==> config.mk <==
export PLATFORM = sky130hd
export DESIGN_NAME = canonical_fnv1a64_digest
export DESIGN_NICKNAME = d
export VERILOG_FILES = /design/src/sv/cfd_pkg.sv /design/src/sv/cfd_front.sv /design/src/sv/cfd_queue.sv /design/src/sv/cfd_back.sv /design/src/sv/canonical_fnv1a64_digest.sv
export SDC_FILE = /design/constraint.sdc
export NUM_CORES = 1
export LEC_CHECK = 0
export BUFFER_PORTS_ARGS = -buffer_cell sky130_fd_sc_hd__buf_2
export CELL_PAD_IN_SITES_DETAIL_PLACEMENT = 1
export CELL_PAD_IN_SITES_GLOBAL_PLACEMENT = 1
export CORE_AREA = 8 8 264 202
export CTS_CLUSTER_DIAMETER = 40
export DETAILED_ROUTE_END_ITERATION = 10
export DIE_AREA = 0 0 272 210
export PLACE_DENSITY_LB_ADDON = 0.12
export SYNTH_ARGS = -nofsm -noshare
export SYNTH_HDL_FRONTEND = slang
export SYNTH_SLANG_ARGS = --single-unit
==> constraint.sdc <==
create_clock -name clk -period 7.4 [get_ports clk]
set_clock_uncertainty 0.05 [all_clocks]
set_input_delay 1.85 -clock clk [delete_from_list [all_inputs] [get_ports clk]]
set_output_delay 1.85 -clock clk [all_outputs]
set_load 0.02 [all_outputs]
==> src/sv/cfd_pkg.sv <==
// Shared types, constants and the FNV byte step for the canonical FNV-1a-64 digest.
`timescale 1ns / 1ps

package cfd_pkg;

    localparam logic [63:0] FNV_BASIS    = 64'hcbf29ce484222325;
    // The prime is 2^40 + 0x1b3; the step uses this split form.
    localparam int unsigned FNV_PRIME_SH = 40;
    localparam logic [63:0] FNV_PRIME_LO = 64'h00000000000001b3;
    localparam logic [63:0] EXP_MASK     = 64'h7ff0000000000000;
    localparam logic [63:0] NEG_ZERO     = 64'h8000000000000000;

    localparam int unsigned QUEUE_DEPTH  = 2;
    localparam int unsigned BYTE_CNT_W   = 4;

    localparam logic [1:0] KIND_BYTE   = 2'd0;
    localparam logic [1:0] KIND_WORD   = 2'd1;
    localparam logic [1:0] KIND_DOUBLE = 2'd2;
    localparam logic [1:0] KIND_NONE   = 2'd3;

    localparam logic [BYTE_CNT_W-1:0] NBYTES_NONE = BYTE_CNT_W'(0);
    localparam logic [BYTE_CNT_W-1:0] NBYTES_BYTE = BYTE_CNT_W'(1);
    localparam logic [BYTE_CNT_W-1:0] NBYTES_WORD = BYTE_CNT_W'(8);

    typedef struct packed {
        logic [1:0]  req_type;
        logic [63:0] data_word;
        logic        last_item;
    } in_t;

    typedef struct packed {
        logic [63:0] digest;
        logic        digest_valid;
    } out_t;

    // One classified item waiting for the fold engine.
    typedef struct packed {
        logic [63:0]           data;
        logic [BYTE_CNT_W-1:0] nbytes;
        logic                  poison;
        logic                  last;
    } entry_t;

    function automatic logic [63:0] fnv_fold(input logic [63:0] state, input logic [7:0] b);
        logic [63:0] x;
        x = state ^ {56'd0, b};
        return (x << FNV_PRIME_SH) + (x * FNV_PRIME_LO);
    endfunction

endpackage

==> src/sv/cfd_front.sv <==
// Front end: accepts input beats and classifies them into fold entries.
`timescale 1ns / 1ps

module cfd_front
(
    input  logic            req_valid,
    output logic            req_ready,
    input  cfd_pkg::in_t    req,
    input  logic            queue_full,
    output logic            push,
    output cfd_pkg::entry_t entry
);

    assign req_ready = !queue_full;
    assign push      = req_valid && !queue_full;

    always_comb
    begin
        entry.data   = req.data_word;
        entry.nbytes = cfd_pkg::NBYTES_NONE;
        entry.poison = 1'b0;
        entry.last   = req.last_item;
        unique case (req.req_type)
            cfd_pkg::KIND_BYTE:
            begin
                entry.nbytes = cfd_pkg::NBYTES_BYTE;
            end
            cfd_pkg::KIND_WORD:
            begin
                entry.nbytes = cfd_pkg::NBYTES_WORD;
            end
            cfd_pkg::KIND_DOUBLE:
            begin
                entry.nbytes = cfd_pkg::NBYTES_WORD;
                // NaN or infinity poisons the record
                entry.poison = (req.data_word & cfd_pkg::EXP_MASK) == cfd_pkg::EXP_MASK;
                // fold negative zero as +0
                if (req.data_word == cfd_pkg::NEG_ZERO)
                begin
                    entry.data = 64'd0;
                end
            end
            cfd_pkg::KIND_NONE:
            begin
                entry.nbytes = cfd_pkg::NBYTES_NONE;
            end
            default:
            begin
                entry.nbytes = cfd_pkg::NBYTES_NONE;
            end
        endcase
    end

endmodule

==> src/sv/cfd_queue.sv <==
// Small register queue between the classifier and the fold engine.
`timescale 1ns / 1ps

module cfd_queue
#(
    parameter int unsigned DEPTH = cfd_pkg::QUEUE_DEPTH
)
(
    input  logic            clk,
    input  logic            rst_n,
    input  logic            push,
    input  cfd_pkg::entry_t push_entry,
    output logic            full,
    input  logic            pop,
    output logic            not_empty,
    output cfd_pkg::entry_t head
);

    localparam int unsigned PTR_W = (DEPTH > 1) ? $clog2(DEPTH) : 1;
    localparam int unsigned CNT_W = $clog2(DEPTH + 1);
    localparam logic [PTR_W-1:0] LAST_PTR = PTR_W'(DEPTH - 1);

    cfd_pkg::entry_t  slots_reg [DEPTH];
    logic [PTR_W-1:0] wr_ptr_reg;
    logic [PTR_W-1:0] wr_ptr_next;
    logic [PTR_W-1:0] rd_ptr_reg;
    logic [PTR_W-1:0] rd_ptr_next;
    logic [CNT_W-1:0] count_reg;
    logic [CNT_W-1:0] count_next;
    logic             do_push;
    logic             do_pop;

    assign full      = count_reg == CNT_W'(DEPTH);
    assign not_empty = count_reg != CNT_W'(0);
    assign head      = slots_reg[rd_ptr_reg];
    assign do_push   = push && !full;
    assign do_pop    = pop && not_empty;

    always_comb
    begin
        wr_ptr_next = wr_ptr_reg;
        rd_ptr_next = rd_ptr_reg;
        count_next  = count_reg;
        if (do_push)
        begin
            wr_ptr_next = (wr_ptr_reg == LAST_PTR) ? PTR_W'(0) : wr_ptr_reg + PTR_W'(1);
        end
        if (do_pop)
        begin
            rd_ptr_next = (rd_ptr_reg == LAST_PTR) ? PTR_W'(0) : rd_ptr_reg + PTR_W'(1);
        end
        if (do_push && !do_pop)
        begin
            count_next = count_reg + CNT_W'(1);
        end
        else if (do_pop && !do_push)
        begin
            count_next = count_reg - CNT_W'(1);
        end
    end

    always_ff @(posedge clk or negedge rst_n)
    begin
        if (!rst_n)
        begin
            wr_ptr_reg <= '0;
            rd_ptr_reg <= '0;
            count_reg  <= '0;
        end
        else
        begin
            wr_ptr_reg <= wr_ptr_next;
            rd_ptr_reg <= rd_ptr_next;
            count_reg  <= count_next;
        end
    end

    always_ff @(posedge clk)
    begin
        if (do_push)
        begin
            slots_reg[wr_ptr_reg] <= push_entry;
        end
    end

endmodule

==> src/sv/cfd_back.sv <==
// Fold engine: one FNV byte step per cycle when not stalled, digest output register.
`timescale 1ns / 1ps

module cfd_back
(
    input  logic            clk,
    input  logic            rst_n,
    input  logic            entry_valid,
    input  cfd_pkg::entry_t entry,
    output logic            pop,
    output logic            rsp_valid,
    input  logic            rsp_ready,
    output cfd_pkg::out_t   rsp
);

    typedef enum logic
    {
        ST_IDLE,
        ST_BUSY
    } state_t;

    state_t                         state_reg;
    state_t                         state_next;
    logic [63:0]                    hash_reg;
    logic [63:0]                    hash_next;
    logic                           poison_reg;
    logic                           poison_next;
    logic [63:0]                    data_reg;
    logic [63:0]                    data_next;
    logic [cfd_pkg::BYTE_CNT_W-1:0] count_reg;
    logic [cfd_pkg::BYTE_CNT_W-1:0] count_next;
    logic                           last_reg;
    logic                           last_next;
    logic                           out_valid_reg;
    logic                           out_valid_next;
    cfd_pkg::out_t                  out_data_reg;
    cfd_pkg::out_t                  out_data_next;

    logic        slot_free;
    logic        finish;
    logic        poison_m;
    logic [63:0] fin_hash;
    logic [7:0]  fold_byte;
    logic [63:0] folded;

    assign slot_free = !out_valid_reg || rsp_ready;
    assign fold_byte = (state_reg == ST_BUSY) ? data_reg[7:0] : entry.data[7:0];
    assign folded    = cfd_pkg::fnv_fold(hash_reg, fold_byte);
    assign rsp_valid = out_valid_reg;
    assign rsp       = out_data_reg;

    always_comb
    begin
        state_next     = state_reg;
        hash_next      = hash_reg;
        poison_next    = poison_reg;
        data_next      = data_reg;
        count_next     = count_reg;
        last_next      = last_reg;
        out_valid_next = out_valid_reg && !rsp_ready;
        out_data_next  = out_data_reg;
        pop            = 1'b0;
        finish         = 1'b0;
        poison_m       = poison_reg;
        fin_hash       = hash_reg;

        unique case (state_reg)
            ST_IDLE:
            begin
                // take a closing entry only when the result slot can hold its digest
                if (entry_valid && (!entry.last || slot_free))
                begin
                    pop         = 1'b1;
                    poison_m    = poison_reg || entry.poison;
                    poison_next = poison_m;
                    if (entry.nbytes == cfd_pkg::NBYTES_NONE)
                    begin
                        finish = entry.last;
                    end
                    else
                    begin
                        hash_next = folded;
                        fin_hash  = folded;
                        if (entry.nbytes == cfd_pkg::NBYTES_BYTE)
                        begin
                            finish = entry.last;
                        end
                        else
                        begin
                            data_next  = {8'd0, entry.data[63:8]};
                            count_next = entry.nbytes - cfd_pkg::BYTE_CNT_W'(1);
                            last_next  = entry.last;
                            state_next = ST_BUSY;
                        end
                    end
                end
            end
            ST_BUSY:
            begin
                hash_next  = folded;
                fin_hash   = folded;
                data_next  = {8'd0, data_reg[63:8]};
                count_next = count_reg - cfd_pkg::BYTE_CNT_W'(1);
                if (count_reg == cfd_pkg::BYTE_CNT_W'(1))
                begin
                    finish     = last_reg;
                    state_next = ST_IDLE;
                end
            end
            default:
            begin
                state_next = ST_IDLE;
            end
        endcase

        // emit the record and return to the offset basis
        if (finish)
        begin
            out_valid_next             = 1'b1;
            out_data_next.digest       = poison_m ? 64'd0 : fin_hash;
            out_data_next.digest_valid = !poison_m;
            hash_next                  = cfd_pkg::FNV_BASIS;
            poison_next                = 1'b0;
        end
    end

    always_ff @(posedge clk or negedge rst_n)
    begin
        if (!rst_n)
        begin
            state_reg     <= ST_IDLE;
            hash_reg      <= cfd_pkg::FNV_BASIS;
            poison_reg    <= 1'b0;
            data_reg      <= '0;
            count_reg     <= '0;
            last_reg      <= 1'b0;
            out_valid_reg <= 1'b0;
            out_data_reg  <= '0;
        end
        else
        begin
            state_reg     <= state_next;
            hash_reg      <= hash_next;
            poison_reg    <= poison_next;
            data_reg      <= data_next;
            count_reg     <= count_next;
            last_reg      <= last_next;
            out_valid_reg <= out_valid_next;
            out_data_reg  <= out_data_next;
        end
    end

endmodule

==> src/sv/canonical_fnv1a64_digest.sv <==
// Top level of the canonical FNV-1a-64 digest: classifier, queue and fold engine.
//
//  channel  direction  handshake              payload
//  req      in         req_valid / req_ready  cfd_pkg::in_t  (req_type, data_word, last_item)
//  rsp      out        rsp_valid / rsp_ready  cfd_pkg::out_t (digest, digest_valid)
//
// A word or double item folds as eight bytes, low byte first, a raw byte as one, an unused
// kind as none; the engine does one FNV byte step (xor, multiply by the prime) per cycle.
// The classifier fills a QUEUE_DEPTH-entry queue, so req_ready drops only when it is full.
// One digest beat per item marked last; the engine holds a closing item while the result
// register still waits on rsp_ready. Reset is asynchronous and restores the offset basis.
`timescale 1ns / 1ps

module canonical_fnv1a64_digest
#(
    parameter int unsigned QUEUE_DEPTH = cfd_pkg::QUEUE_DEPTH
)
(
    input  logic          clk,
    input  logic          rst_n,
    input  logic          req_valid,
    output logic          req_ready,
    input  cfd_pkg::in_t  req,
    output logic          rsp_valid,
    input  logic          rsp_ready,
    output cfd_pkg::out_t rsp
);

    logic            push;
    logic            queue_full;
    logic            queue_not_empty;
    logic            pop;
    cfd_pkg::entry_t push_entry;
    cfd_pkg::entry_t head_entry;

    cfd_front u_front
    (
        .req_valid  (req_valid),
        .req_ready  (req_ready),
        .req        (req),
        .queue_full (queue_full),
        .push       (push),
        .entry      (push_entry)
    );

    cfd_queue
    #(
        .DEPTH (QUEUE_DEPTH)
    )
    u_queue
    (
        .clk        (clk),
        .rst_n      (rst_n),
        .push       (push),
        .push_entry (push_entry),
        .full       (queue_full),
        .pop        (pop),
        .not_empty  (queue_not_empty),
        .head       (head_entry)
    );

    cfd_back u_back
    (
        .clk         (clk),
        .rst_n       (rst_n),
        .entry_valid (queue_not_empty),
        .entry       (head_entry),
        .pop         (pop),
        .rsp_valid   (rsp_valid),
        .rsp_ready   (rsp_ready),
        .rsp         (rsp)
    );

endmodule
==> results.json <==
{
  "status": "complete, no violations",
  "relSlewSlack_pct": 20.8,
  "die_area_sq_mm": 0.0571,
  "drtIter0Drc": 1269,
  "synth_flop_cell": "dfrtp_1",
  "synth_top_family_by_area": "adder cells",
  "hold_path_end": "u_back.rsp[35]",
  "start_util_pct": 49.3,
  "postCtsHoldBufs": 0,
  "cp.arrival_ns": 7.41,
  "reg2regPathDepth": 21,
  "cts-buffers-inserted": 43,
  "vias_per_cell": 5.68,
  "grt_pass1_vias": 18700,
  "synth_top_area_cell": "fa_1",
  "antenna_found_initial": 5,
  "yosys_register_bits": 333,
  "die_w_microns": 272,
  "synthesis.area_sq_mm": 0.0243,
  "fillCellCount": 5353,
  "syn_inst": 2294,
  "root_buffer": "clkbuf_16",
  "synth_area_leaders": "fa_1, dfrtp_1, edfxtp_1",
  "core_area_sq_mm": 0.0493,
  "startpoint_type": "register",
  "clock.fmax_mhz": 143,
  "crit_fanout": 18,
  "fin_setup_tns_ns": 0,
  "crit_path_max_incr_delay_ns": 0.61,
  "seq_area_sq_mm": 0.00905,
  "yosys_warnings": 0,
  "clockBufferDepth": 3,
  "r2r_end": "u_back.rsp[48]",
  "synth_cell_types": 74,
  "path_cells": "mux2i_1, o21ai_0, xor2_2, ha_1, xor2_1, ha_1, or2_2, fa_1, fa_1, ha_1, ha_1, o211ai_1, a21oi_1, o21ai_1, o31ai_2, a21oi_1, o21ai_1, a41oi_1, xnor2_1, mux2i_1, o21ai_0",
  "grt_util_all_layers_pct": 26.1,
  "wl_per_cell_microns": 24.5,
  "synth_compound_area_share_pct": 11.2,
  "drv_cap": 0,
  "antenna_left": 0,
  "r2r_start": "u_queue.rd_ptr_reg",
  "num_rows": 71,
  "syn_area_per_cell_sq_um": 10.6,
  "gr-total-overflow": 0,
  "path_clk_slew_ns": 0.06,
  "crit_type": "reg2reg",
  "synth_commonest_cells": "inv_1, fa_1, nand2_1",
  "async_flop_share_pct": 59.2,
  "firstDrtPassIters": 5,
  "antenna_cells": 0,
  "post-dp-hpwl_mm": 59.3,
  "required_ns": 7.84,
  "io_buffers": 137,
  "grt_start_max_net_pins": 119,
  "multi_input_area_sq_mm": 0.0134,
  "hp-start": "u_back.rsp[35]",
  "worstHoldPathType": "reg2reg",
  "syn_nets": 2783,
  "vias": 17200,
  "synthAdderAreaFrac_pct": 28.7,
  "final_nets": 2829,
  "htreeDepth": 2,
  "clock_latency_ns": 0.58,
  "syn_to_final_growth_pct": 10.1,
  "io-pin-count": 138,
  "gp_congestion": 0.938,
  "critPathCaptureType": "register",
  "cts_tree": "yes",
  "rrSetupSlack_ns": 0.43,
  "min_path_cells": 2,
  "synth.most_common_cell": "inv_1",
  "largest_register_ff_count": 136,
  "period_share_pct": 94.2,
  "synthXorXnorAreaFrac_pct": 3.89,
  "grt_setup_unrepaired": "no",
  "die_y_microns": 210,
  "drv_slew": 0,
  "drcViolationCount": 0,
  "worst_pin_slew_ns": 1.19,
  "critical-path-slowest-cell": "dfrtp_4",
  "drive_gt1_share_pct": 11.5,
  "fin_crit_ns": 6.97,
  "hold_viol": 0,
  "ys_seq_area_share_pct": 37.2,
  "grt_pass1_wl_mm": 115,
  "cts.sinks": 333,
  "setup_violations": 0,
  "synth_top_area_share_pct": 19.1,
  "cpMostUsedCell": "ha_1",
  "synth_edf_count": 136,
  "synth-simple-area-share_pct": 7.46,
  "wirelength_mm": 74.2,
  "synth.area.mux_share_pct": 3.67
}
timing repair:
item / 4_1_cts / 5_1_grt
gates resized for setup: 0 / 2
setup buffers: 0 / 0
setup endpoints to repair: 0 / 15
worst max path at each step:
stage / start / endpoint / slack, ns / cells after the start
final: u_queue.rd_ptr_reg / u_back.rsp[48] / 0.43 / 21
after floorplan: u_queue.rd_ptr_reg / u_back.rsp[61] / 1.23 / 25
after global placement: u_queue.rd_ptr_reg / u_back.rsp[48] / 0.20 / 21
after CTS: u_queue.rd_ptr_reg / u_back.rsp[48] / 0.09 / 21
after detailed placement: u_queue.rd_ptr_reg / u_back.rsp[48] / 0.11 / 21
after global routing: u_queue.rd_ptr_reg / u_back.rsp[63] / 0.07 / 22
placed cells by master, fill, tap and decap left out, types with 8 or more instances in the layout:
master / instances
o21ai_0: 146
dfstp_2: 28
buf_4: 15
a211oi_1: 8
dfrtp_1: 168
o21bai_1: 9
nor4_1: 20
a21oi_1: 144
a21o_1: 26
nand2b_1: 10
nand3_1: 11
edfxtp_1: 136
nand4_1: 29
nor2_1: 84
mux2i_1: 89
clkbuf_16: 43
xnor2_1: 52
nor3_1: 12
o211ai_1: 8
ha_1: 186
xor2_1: 55
and3_1: 10
o31ai_1: 9
fa_1: 232
nand2_1: 193
o22ai_1: 50
buf_2: 136
inv_1: 333
area by class of cell:
cell class | instances | share of cell area (%)
repair buffers | 153 | 3.09
flip-flops and latches | 333 | 33.8
well taps | 657 | 3.07
inverters | 333 | 4.67
multi-input cells | 1476 | 50.1
clock buffers | 52 | 4.26
clock inverters | 28 | 0.968
worst max-delay path, delay by kind of cell (launching register included):
kind | cells | cell delay (ns)
muxes | 2 | 0.33
xor gates and xnor gates | 3 | 0.88
and+or+nand+nor | 1 | 0.31
AOI/OAI and AO/OA | 9 | 2.57
adders and majority gates | 6 | 2.11
DFF | 1 | 0.61
through the flow:
| stage | std cells | setup slack, ns | util [%] | hold slack, ns | cell area, sq um |
|---|---|---|---|---|---|
| 6_report | 3032 | 0.429 | 54.3 | 0.422 | 26800 |
| 5_1_grt | 3032 | 0.0718 | 54.3 | 0.449 | 26800 |
| 4_1_cts | 3032 | 0.0910 | 54.3 | 0.427 | 26800 |
| 3_5_place_dp | 2952 | 0.110 | 51.4 | 0.415 | 25400 |
| 3_3_place_gp | 2952 | 0.204 | 51.4 | 0.403 | 25400 |
| 2_1_floorplan | 2294 | 1.23 | - | 0.400 | 24300 |
per-layer routing:
layer	vias to the layer above	routed length [microns]	part of all wire (%)	GRT usage (%)
met1	8910	36200	49	40.4
met5	-	23	0.031	0
met2	452	30400	41	36.4
met4	4	1470	2.0	5.43
li1	7777	-	-	-
met3	77	6110	8.2	7.11
cell families after synthesis:
logic type,count (synthesis)
buf+inv,485
compound gates,459
fa+ha+maj,418
simple gates,402
flops,333
xor+xnor,108
mux,89
Power is not shown: default switching activity piles up to over one toggle a cycle in this logic, so the estimate is an artifact.
